### src/rtl/sxf_pkg.sv
`default_nettype none

package sxf_pkg;

	// Item kinds carried on the input tuser.
	localparam logic [1:0] OP_CLEAR = 2'd0;
	localparam logic [1:0] OP_DRAW  = 2'd1;
	localparam logic [1:0] OP_READ  = 2'd2;

	// One sprite row is eight pixels, most significant bit leftmost.
	localparam int SPRITE_BITS = 8;

	// Widths of the packed stream words.
	localparam int IN_DATA_W  = 32;
	localparam int OUT_DATA_W = 8;

	// Commands from the controller to the datapath.
	typedef struct packed {
		logic load;    // latch an accepted beat and start the coordinate wrap
		logic calc;    // finish the wrap and issue the row read
		logic commit;  // modify and write the row on a draw, load the result register
	} sxf_cmd_t;

endpackage

`default_nettype wire

### src/rtl/sxf_ram.sv
`default_nettype none

module sxf_ram #(
	parameter int WIDTH = 64,
	parameter int DEPTH = 32
) (
	input  wire logic                     clk,
	input  wire logic                     wr_en,
	input  wire logic [$clog2(DEPTH)-1:0] wr_addr,
	input  wire logic [WIDTH-1:0]         wr_data,
	input  wire logic                     rd_en,
	input  wire logic [$clog2(DEPTH)-1:0] rd_addr,
	output logic      [WIDTH-1:0]         rd_data
);

	logic [WIDTH-1:0] mem_q [DEPTH];

	always_ff @(posedge clk) begin
		if (wr_en) begin
			mem_q[wr_addr] <= wr_data;
		end
		if (rd_en) begin
			rd_data <= mem_q[rd_addr];
		end
	end

endmodule

`default_nettype wire

### src/rtl/sxf_ctrl.sv
`default_nettype none

module sxf_ctrl
	import sxf_pkg::*;
(
	input  wire logic clk,
	input  wire logic arst_n,
	input  wire logic s_tvalid,
	output logic      s_tready,
	output logic      m_tvalid,
	input  wire logic m_tready,
	output sxf_cmd_t  cmd
);

	localparam logic [1:0] ST_IDLE = 2'd0;
	localparam logic [1:0] ST_CALC = 2'd1;
	localparam logic [1:0] ST_MOD  = 2'd2;

	logic [1:0] state_q;
	logic [1:0] state_d;
	logic       out_valid_q;
	logic       out_free;

	assign out_free   = !out_valid_q || m_tready;
	assign s_tready   = (state_q == ST_IDLE);
	assign m_tvalid   = out_valid_q;
	assign cmd.load   = s_tvalid && s_tready;
	assign cmd.calc   = (state_q == ST_CALC);
	assign cmd.commit = (state_q == ST_MOD) && out_free;

	always_comb begin
		state_d = state_q;
		case (state_q)
			ST_IDLE: begin
				if (cmd.load) begin
					state_d = ST_CALC;
				end
			end
			ST_CALC: begin
				state_d = ST_MOD;
			end
			ST_MOD: begin
				if (out_free) begin
					state_d = ST_IDLE;
				end
			end
			default: begin
				state_d = ST_IDLE;
			end
		endcase
	end

	always_ff @(posedge clk or negedge arst_n) begin
		if (!arst_n) begin
			state_q     <= ST_IDLE;
			out_valid_q <= 1'b0;
		end else begin
			state_q <= state_d;
			if (cmd.commit) begin
				out_valid_q <= 1'b1;
			end else if (m_tready) begin
				out_valid_q <= 1'b0;
			end
		end
	end

	// An accepted beat always moves on to the wrap step.
	a_load_then_calc: assert property (@(posedge clk) disable iff (!arst_n)
		cmd.load |=> cmd.calc)
		else $error("accepted beat did not enter the wrap step");

	// A committed item always shows up on the output next cycle.
	a_commit_shows: assert property (@(posedge clk) disable iff (!arst_n)
		cmd.commit |=> m_tvalid)
		else $error("committed result not presented");

	// The three datapath commands never overlap.
	a_cmd_exclusive: assert property (@(posedge clk) disable iff (!arst_n)
		$onehot0({cmd.load, cmd.calc, cmd.commit}))
		else $error("overlapping datapath commands");

endmodule

`default_nettype wire

### src/rtl/sxf_datapath.sv
`default_nettype none

module sxf_datapath
	import sxf_pkg::*;
#(
	parameter int SCREEN_WIDTH  = 64,
	parameter int SCREEN_HEIGHT = 32
) (
	input  wire logic                   clk,
	input  wire logic                   arst_n,
	input  wire sxf_cmd_t               cmd,
	input  wire logic [1:0]             op,
	input  wire logic [7:0]             x_coord,
	input  wire logic [7:0]             y_coord,
	input  wire logic [3:0]             row_index,
	input  wire logic [SPRITE_BITS-1:0] sprite_byte,
	input  wire logic                   last_row,
	output logic                        collision,
	output logic                        pixel_value
);

	localparam int X_W    = $clog2(SCREEN_WIDTH);
	localparam int Y_W    = $clog2(SCREEN_HEIGHT);
	localparam int V_W    = 9;
	localparam int SHIFT  = 18;
	localparam int PROD_W = V_W + SHIFT;
	localparam int QW_W   = V_W + 8;
	localparam int RECIP_X = (1 << SHIFT) / SCREEN_WIDTH;
	localparam int RECIP_Y = (1 << SHIFT) / SCREEN_HEIGHT;

	// Stage one: raw coordinates and reciprocal quotient estimates.
	logic [1:0]             op_q;
	logic [SPRITE_BITS-1:0] bits_q;
	logic                   last_q;
	logic [V_W-1:0]         vx_s1;
	logic [V_W-1:0]         vy_s1;
	logic [V_W-1:0]         qx_s1;
	logic [V_W-1:0]         qy_s1;

	logic [V_W-1:0]    vx_in;
	logic [V_W-1:0]    vy_in;
	logic [PROD_W-1:0] prod_x;
	logic [PROD_W-1:0] prod_y;

	// Stage two: wrapped coordinates.
	logic [X_W-1:0]  ax_s2;
	logic [Y_W-1:0]  ay_s2;
	logic [QW_W-1:0] rem_x;
	logic [QW_W-1:0] rem_y;
	logic [X_W:0]    rx;
	logic [Y_W:0]    ry;
	logic [X_W-1:0]  ax_d;
	logic [Y_W-1:0]  ay_d;

	// Row update.
	logic [SCREEN_WIDTH-1:0]  ram_rd;
	logic [SCREEN_WIDTH-1:0]  row_cur;
	logic [SCREEN_WIDTH-1:0]  mask;
	logic [SCREEN_WIDTH-1:0]  row_new;
	logic                     hit;
	logic [SCREEN_HEIGHT-1:0] valid_q;
	logic                     accum_q;
	logic                     wr_en;
	logic                     coll_q;
	logic                     pix_q;

	assign vx_in  = {1'b0, x_coord};
	assign vy_in  = (op == OP_DRAW) ? ({1'b0, y_coord} + V_W'(row_index)) : {1'b0, y_coord};
	assign prod_x = PROD_W'(vx_in) * PROD_W'(RECIP_X);
	assign prod_y = PROD_W'(vy_in) * PROD_W'(RECIP_Y);

	always_ff @(posedge clk) begin
		if (cmd.load) begin
			op_q   <= op;
			bits_q <= sprite_byte;
			last_q <= last_row;
			vx_s1  <= vx_in;
			vy_s1  <= vy_in;
			qx_s1  <= prod_x[PROD_W-1:SHIFT];
			qy_s1  <= prod_y[PROD_W-1:SHIFT];
		end
	end

	// The quotient estimate is low by at most one, so one correction suffices.
	assign rem_x = QW_W'(vx_s1) - (QW_W'(qx_s1) * QW_W'(SCREEN_WIDTH));
	assign rem_y = QW_W'(vy_s1) - (QW_W'(qy_s1) * QW_W'(SCREEN_HEIGHT));

	always_comb begin
		rx = rem_x[X_W:0];
		if (rx >= (X_W+1)'(SCREEN_WIDTH)) begin
			rx = rx - (X_W+1)'(SCREEN_WIDTH);
		end
		ry = rem_y[Y_W:0];
		if (ry >= (Y_W+1)'(SCREEN_HEIGHT)) begin
			ry = ry - (Y_W+1)'(SCREEN_HEIGHT);
		end
		ax_d = rx[X_W-1:0];
		ay_d = ry[Y_W-1:0];
	end

	always_ff @(posedge clk) begin
		if (cmd.calc) begin
			ax_s2 <= ax_d;
			ay_s2 <= ay_d;
		end
	end

	assign wr_en = cmd.commit && (op_q == OP_DRAW);

	sxf_ram #(
		.WIDTH(SCREEN_WIDTH),
		.DEPTH(SCREEN_HEIGHT)
	) u_rows (
		.clk    (clk),
		.wr_en  (wr_en),
		.wr_addr(ay_s2),
		.wr_data(row_new),
		.rd_en  (cmd.calc),
		.rd_addr(ay_d),
		.rd_data(ram_rd)
	);

	// A row never written since the last clear reads as blank.
	assign row_cur = valid_q[ay_s2] ? ram_rd : '0;

	always_comb begin
		logic [X_W:0] col;
		mask = '0;
		for (int k = 0; k < SPRITE_BITS; k++) begin
			col = {1'b0, ax_s2} + (X_W+1)'(k);
			if (col >= (X_W+1)'(SCREEN_WIDTH)) begin
				col = col - (X_W+1)'(SCREEN_WIDTH);
			end
			if (bits_q[SPRITE_BITS-1-k]) begin
				mask[col[X_W-1:0]] = 1'b1;
			end
		end
	end

	assign row_new = row_cur ^ mask;
	assign hit     = |(row_cur & mask);

	always_ff @(posedge clk or negedge arst_n) begin
		if (!arst_n) begin
			valid_q <= '0;
			accum_q <= 1'b0;
		end else if (cmd.commit) begin
			case (op_q)
				OP_CLEAR: begin
					valid_q <= '0;
				end
				OP_DRAW: begin
					valid_q[ay_s2] <= 1'b1;
					accum_q        <= last_q ? 1'b0 : (accum_q | hit);
				end
				default: begin
				end
			endcase
		end
	end

	always_ff @(posedge clk) begin
		if (cmd.commit) begin
			coll_q <= (op_q == OP_DRAW) && last_q && (accum_q || hit);
			pix_q  <= (op_q == OP_READ) && row_cur[ax_s2];
		end
	end

	assign collision   = coll_q;
	assign pixel_value = pix_q;

endmodule

`default_nettype wire

### src/rtl/sprite_xor_framebuffer_top.sv
`default_nettype none

// Monochrome XOR sprite frame buffer of SCREEN_WIDTH x SCREEN_HEIGHT pixels.
// Each input beat is one item: clear the screen, draw one 8-pixel sprite row
// at (x, y + row_index), or read one pixel at (x, y); coordinates wrap modulo
// the screen size. A set sprite bit toggles its pixel, and turning a lit pixel
// off counts as a collision. Collisions gather over the rows of one sprite and
// are reported on the draw beat that carries tlast, which also clears them.
// Every input beat produces exactly one output beat; collision and pixel value
// read zero wherever they do not apply. An item passes three steps: the load
// step latches the beat and forms the reciprocal quotients of the coordinates,
// the calc step finishes the wrap and reads the buffer row from the row RAM,
// and the commit step modifies and, for a draw, writes that row back and loads
// the result register. Only one item is in flight at a time, so the input is
// ready again only after the commit step and takes no new beat while an item
// is in progress; this is set by the controller running the three steps of the
// row read-modify-write in sequence. A finished result waits in its own output
// register, so the next beat is accepted while it is still pending; the row
// write of that next item waits only if the earlier result has not yet been
// taken. Clear costs no extra time: a per-row valid bit marks rows written
// since the last clear, and clearing drops all of them at once, so no sweep of
// the buffer follows reset or a clear.
module sprite_xor_framebuffer_top
	import sxf_pkg::*;
#(
	parameter int SCREEN_WIDTH  = 64,
	parameter int SCREEN_HEIGHT = 32
) (
	input  wire logic                  clk,
	input  wire logic                  arst_n,
	input  wire logic                  s_tvalid,
	output logic                       s_tready,
	// s_tdata: x_coord[7:0], y_coord[15:8], row_index[19:16],
	// sprite_byte[27:20], zero fill[31:28]
	input  wire logic [IN_DATA_W-1:0]  s_tdata,
	// s_tuser: op[1:0] (clear, draw row, read pixel)
	input  wire logic [1:0]            s_tuser,
	// s_tlast: last row of the sprite
	input  wire logic                  s_tlast,
	output logic                       m_tvalid,
	input  wire logic                  m_tready,
	// m_tdata: collision[0], pixel_value[1], zero fill[7:2]
	output logic [OUT_DATA_W-1:0]      m_tdata
);

	sxf_cmd_t cmd;
	logic     collision;
	logic     pixel_value;

	// Sequencing of the three steps and the output handshake.
	sxf_ctrl u_ctrl (
		.clk     (clk),
		.arst_n  (arst_n),
		.s_tvalid(s_tvalid),
		.s_tready(s_tready),
		.m_tvalid(m_tvalid),
		.m_tready(m_tready),
		.cmd     (cmd)
	);

	// Coordinate wrap, row RAM, XOR update and collision accumulation.
	sxf_datapath #(
		.SCREEN_WIDTH (SCREEN_WIDTH),
		.SCREEN_HEIGHT(SCREEN_HEIGHT)
	) u_dp (
		.clk        (clk),
		.arst_n     (arst_n),
		.cmd        (cmd),
		.op         (s_tuser),
		.x_coord    (s_tdata[7:0]),
		.y_coord    (s_tdata[15:8]),
		.row_index  (s_tdata[19:16]),
		.sprite_byte(s_tdata[27:20]),
		.last_row   (s_tlast),
		.collision  (collision),
		.pixel_value(pixel_value)
	);

	assign m_tdata = {(OUT_DATA_W-2)'(0), pixel_value, collision};

endmodule

`default_nettype wire
### config.mk
export PLATFORM = sky130hd
export DESIGN_NAME = sprite_xor_framebuffer_top
export DESIGN_NICKNAME = d
export VERILOG_FILES = /design/src/rtl/sxf_pkg.sv /design/src/rtl/sxf_ram.sv /design/src/rtl/sxf_ctrl.sv /design/src/rtl/sxf_datapath.sv /design/src/rtl/sprite_xor_framebuffer_top.sv
export SDC_FILE = /design/constraint.sdc
export NUM_CORES = 2
export LEC_CHECK = 0
export BUFFER_PORTS_ARGS = -buffer_cell sky130_fd_sc_hd__buf_2
export CORE_ASPECT_RATIO = 0.5
export CORE_MARGIN = 2
export CORE_UTILIZATION = 57
export DETAILED_ROUTE_END_ITERATION = 16
export HOLD_SLACK_MARGIN = 0.06
export MAX_ROUTING_LAYER = met4
export PLACE_DENSITY = 0.79
export SLEW_MARGIN = 20
export SYNTH_ARGS = -nofsm -noshare
export SYNTH_HDL_FRONTEND = slang
export SYNTH_SLANG_ARGS = --single-unit
### constraint.sdc
create_clock -name clk -period 4.5 [get_ports clk]
set_clock_uncertainty 0.15 [all_clocks]
set_input_delay 0.9 -clock clk [delete_from_list [all_inputs] [get_ports clk]]
set_output_delay 0.9 -clock clk [all_outputs]
set_load 0.02 [all_outputs]
==> results.md <==
- Status: complete, but fails checks
- Failing checks: negative setup slack
- Crit Path Max Fanout: 6
- Largest net degree at the start of global routing: approximately 120
- Yosys reg bits: about 2200
- CTS tree: yes
- Clock-pin transition on the worst setup and hold timing paths: around 90 ps
- Row cnt: between 100 and 150
- Multiplexer share of the synthesized area: 17.56%
- Ports: 49
- Adder-cell share of the synthesized area: approximately 1.0%
- Worst-Margin Slew: approximately 1200 ps
- Tmin final: 4514 ps
- Area after DPL: ~95000 µm²
- Post-synthesis simple-gate area fraction: under 10%
- Initial Utilization: a little under three fifths
- Chip Width: 560.5 µm
- Worst VDD drop: approximately 0.35 mV
- Post-route setup slack: -14.19 ps
- CTS H-tree lvls: 4
- Design area: just over 100000 µm²
- GRT Total Usage: about 38%
- DR vias: around 49000
- Fill cells: ~9500
- Synth area leader: edfxtp_1
- Final worst-path cycle share: 100.3%
- Worst path slowest cell: edfxtp_1
- Pleak: between 30 and 40 nW
- Compound-Gate Fraction of Synth Area: 2.858%
- Die H: approximately 280 µm
- Max Clock Freq: roughly 220 MHz
- TritonRoute pass-1 iters: 10
- Final setup viols: 1
- Synth warn: 0
- First-pass GRT wire length: ~400000 µm
- Syn avg cell area: 21.31 µm²
- Vias in the first global route: roughly 50000
- Power Density: roughly 490 nW/µm²
- DP HPWL: around 160000 µm
- Share of layout cells above drive strength 1: about a third
- Worst-case clock buffer depth: 4
- Synth Flop Type: edfxtp_1
- Final Hold Violating Endpoints: 0
- Clock Latency Late Sink: roughly 850 ps
- Register area: around 65000 µm²
- PortBufs: 33
- Nature of the critical path startpoint: flip-flop
- Worst relative slew slack: about a fifth
- Most frequent cells after synthesis: edfxtp_1, mux4_2, nor2_1
- CTS buffer count: 185
- Crit path DAT: around 4900 ps
- Gate Count Post-Synth: a little over 4000
- Initial DRC Count: 8813
- Post-synth EDFFs: 2147
- Routed Wire Length: around 290000 µm
- Max-cap violations: 0
- Largest family of logic cells by synthesized area: multiplexers
- Root Buffer: clkbuf_16
- Worst Hold Class: input pin to asynchronous set/reset pin
- Synthesized area: between 80000 and 90000 µm²
- CTS Sinks: between 2000 and 2500
- Final hold slack: ~64 ps
- Total grt overflow: 0
- Final Util: approximately 66%
- Max Slew Vio Count: 0
- Slowest stage delay, CP: 440 ps
- Area grow syn2layout: 15.38%
- Tot Pwr: ~50 mW
- Critical Path RT: 4910 ps
- Nets: about 4800
- Count leader, synth: edfxtp_1
- R2R Path Start: u_dp.ax_s2[1]$_DFFE_PN_
- Worst setup startpoint: u_dp.ax_s2[1]$_DFFE_PN_
- Antenna violations before repair: 11
- Pre-CTS setup slack: -491.7 ps
- RSZ-0062 raised after global routing: true
- Synth unique cells: 66
- CP Capture Type: flip-flop
- Routability congestion estimate from global placement: about 1.1
- Critical-path cell list: clkinv_1, ha_2, nand2b_2, xnor2_2, a21oi_1, buf_4, a221oi_1, nand3_1, ha_1, nor4_2, nand4_1, nor4_2, nand4_1, buf_6, and3_1
- DIE AREA: 158200 µm²
- Vias/cell: 7.172
- Area taken by multi-input logic gates: around 23000 µm²
- Ranking of synthesized cells by area: edfxtp_1, mux4_2, dfrtp_1
- Antenna viol nets, final: 0
- Async SR Flop Fraction: under 10%
- CORE AREA: approximately 150000 µm²
- DRC viols: 0
- Setup CP Type: flip-flop to flip-flop
- Synth top area share: roughly three quarters
- XOR/XNOR Fraction of Synth Area: less than 1%
- Average wire per standard cell: around 41 µm
- Post-synthesis sequential area ratio: about three quarters
-- cell type report --
type                            count  area share [%]
Clock inverter                    113           1.138
Tap cell                         2080           2.555
Timing Repair Buffer              560           5.206
Antenna cell                        7         0.01720
Sequential cell                  2183           64.19
Multi-Input combinational cell   1720           22.16
Clock buffer                      217           4.684
Inverter                           15         0.05528
-- routing by layer --
| layer | wire, µm | vias up | track usage [%] |
|---|---|---|---|
| met5 | 0 | - | - |
| met4 | 11120 | 0 | 12.60 |
| met1 | 109400 | 26120 | 52.64 |
| met3 | 33420 | 652 | 7.827 |
| met2 | 131400 | 3982 | 55.81 |
| li1 | - | 18690 | - |
-- state kept, by name, summed over array words and instances, names as in the netlist --
| name | flops |
|---|---|
| u_ctrl.m_tvalid | 1 |
| u_ctrl.state_q | 2 |
| u_dp.accum_q | 1 |
| u_dp.ax_s2 | 6 |
| u_dp.ay_s2 | 5 |
| u_dp.bits_q | 8 |
| u_dp.collision | 1 |
| u_dp.last_q | 1 |
| u_dp.op_q | 2 |
| u_dp.pixel_value | 1 |
| u_dp.u_rows.mem_q | 2048 |
| u_dp.u_rows.rd_data | 64 |
| u_dp.valid_q | 32 |
| u_dp.vx_s1 | 6 |
| u_dp.vy_s1 | 5 |
-- final timing paths --
path / slack, ps / endpoint / cells past startpoint
worst max-delay path: -10 / u_dp.collision$_DFFE_PP_ / 15
worst min-delay path: 60 / u_dp.valid_q[22]$_DFFE_PN0P_ / 1
worst max register to register: -10 / u_dp.collision$_DFFE_PP_ / 15
worst min register to register: 230 / u_dp.ax_s2[1]$_DFFE_PN_ / 0
max in group asynchronous: 3560 / u_dp.valid_q[30]$_DFFE_PN0P_ / 1
min in group clk: 110 / u_dp.bits_q[3]$_DFFE_PP_ / 1
-- worst max-delay path: cells and delay by family (launching register included) --
family                     cells  cell delay (ps)
xor gates and xnor gates       1              230
and+or+nand+nor                7             1710
AOI/OAI and AO/OA              2              600
adders and majority gates      2              550
DFF                            1              440
buffers and inverters          3              520
-- logic make-up (layout without fill, tap and decap cells) --
family / Yosys count / count (layout)
AO/OA/AOI/OAI: 330 / 330
buffers and inverters: 244 / 905
adder cells (fa/ha/maj): 73 / 73
multiplexers: 736 / 736
other: 1 / 13
flip-flops: 2183 / 2183
XOR/XNOR: 27 / 27
AND/OR/NAND/NOR: 548 / 548
-- per-stage QoR --
stage / cells / setup TNS [ps]
final: 6895 / -14.19
after global routing: 6892 / -61.82
after CTS: 6884 / 0
after global placement: 6539 / -912.9
after detailed placement: 6539 / -847.4
after floorplan: 4147 / -1380840
-- repair_timing --
item                       4_1_cts  5_1_grt
resized for setup               42       63
hold endpoints to repair         3        0
setup buffers                   11        4
hold buffers                     3        0
setup endpoints to repair        2        2
gates cloned                     1        0
pin swaps                        9       19
-- report_power, final --
group | switching, mW | internal, mW
sequential | 0.313 | 24.4
clock | 7.44 | 8.83
combinational | 5.62 | 3.25
total | 13.4 | 36.5
-- placed cells by master, fill, tap and decap left out, types with 10 or more instances in the layout --
cell type  synthesis  final
clkinv_2           0     41
o21a_1            33     33
xnor2_1           20     15
buf_2             83     33
nor2_2             0     10
dfrtp_1           36     36
nand4_1           10     10
a221oi_2           0     12
ha_2               0     13
mux2i_1           25     23
nor2_1           147    105
o221ai_1          32     32
nand2_2            0     10
clkbuf_16          0    186
mux4_2           643    643
a211oi_1          14     13
bufinv_16          0     21
nor2_4             0     32
o21ai_0           15     13
a22oi_1           13     11
nand3_1           85     81
o22ai_1           51     51
buf_4              9    427
mux2_2            68     68
nand2b_1          18     17
nand2_1          127    116
nor3_1            17     16
clkinv_1           2     36
clkbuf_1         108     31
a221oi_1          74     62
ha_1              72     58
buf_12             0     90
a222oi_1          14     14
nor2b_1           72     69
inv_1             10     10
a21oi_1           28     23
edfxtp_1        2147   2147
(Power assumes the default switching activity.)
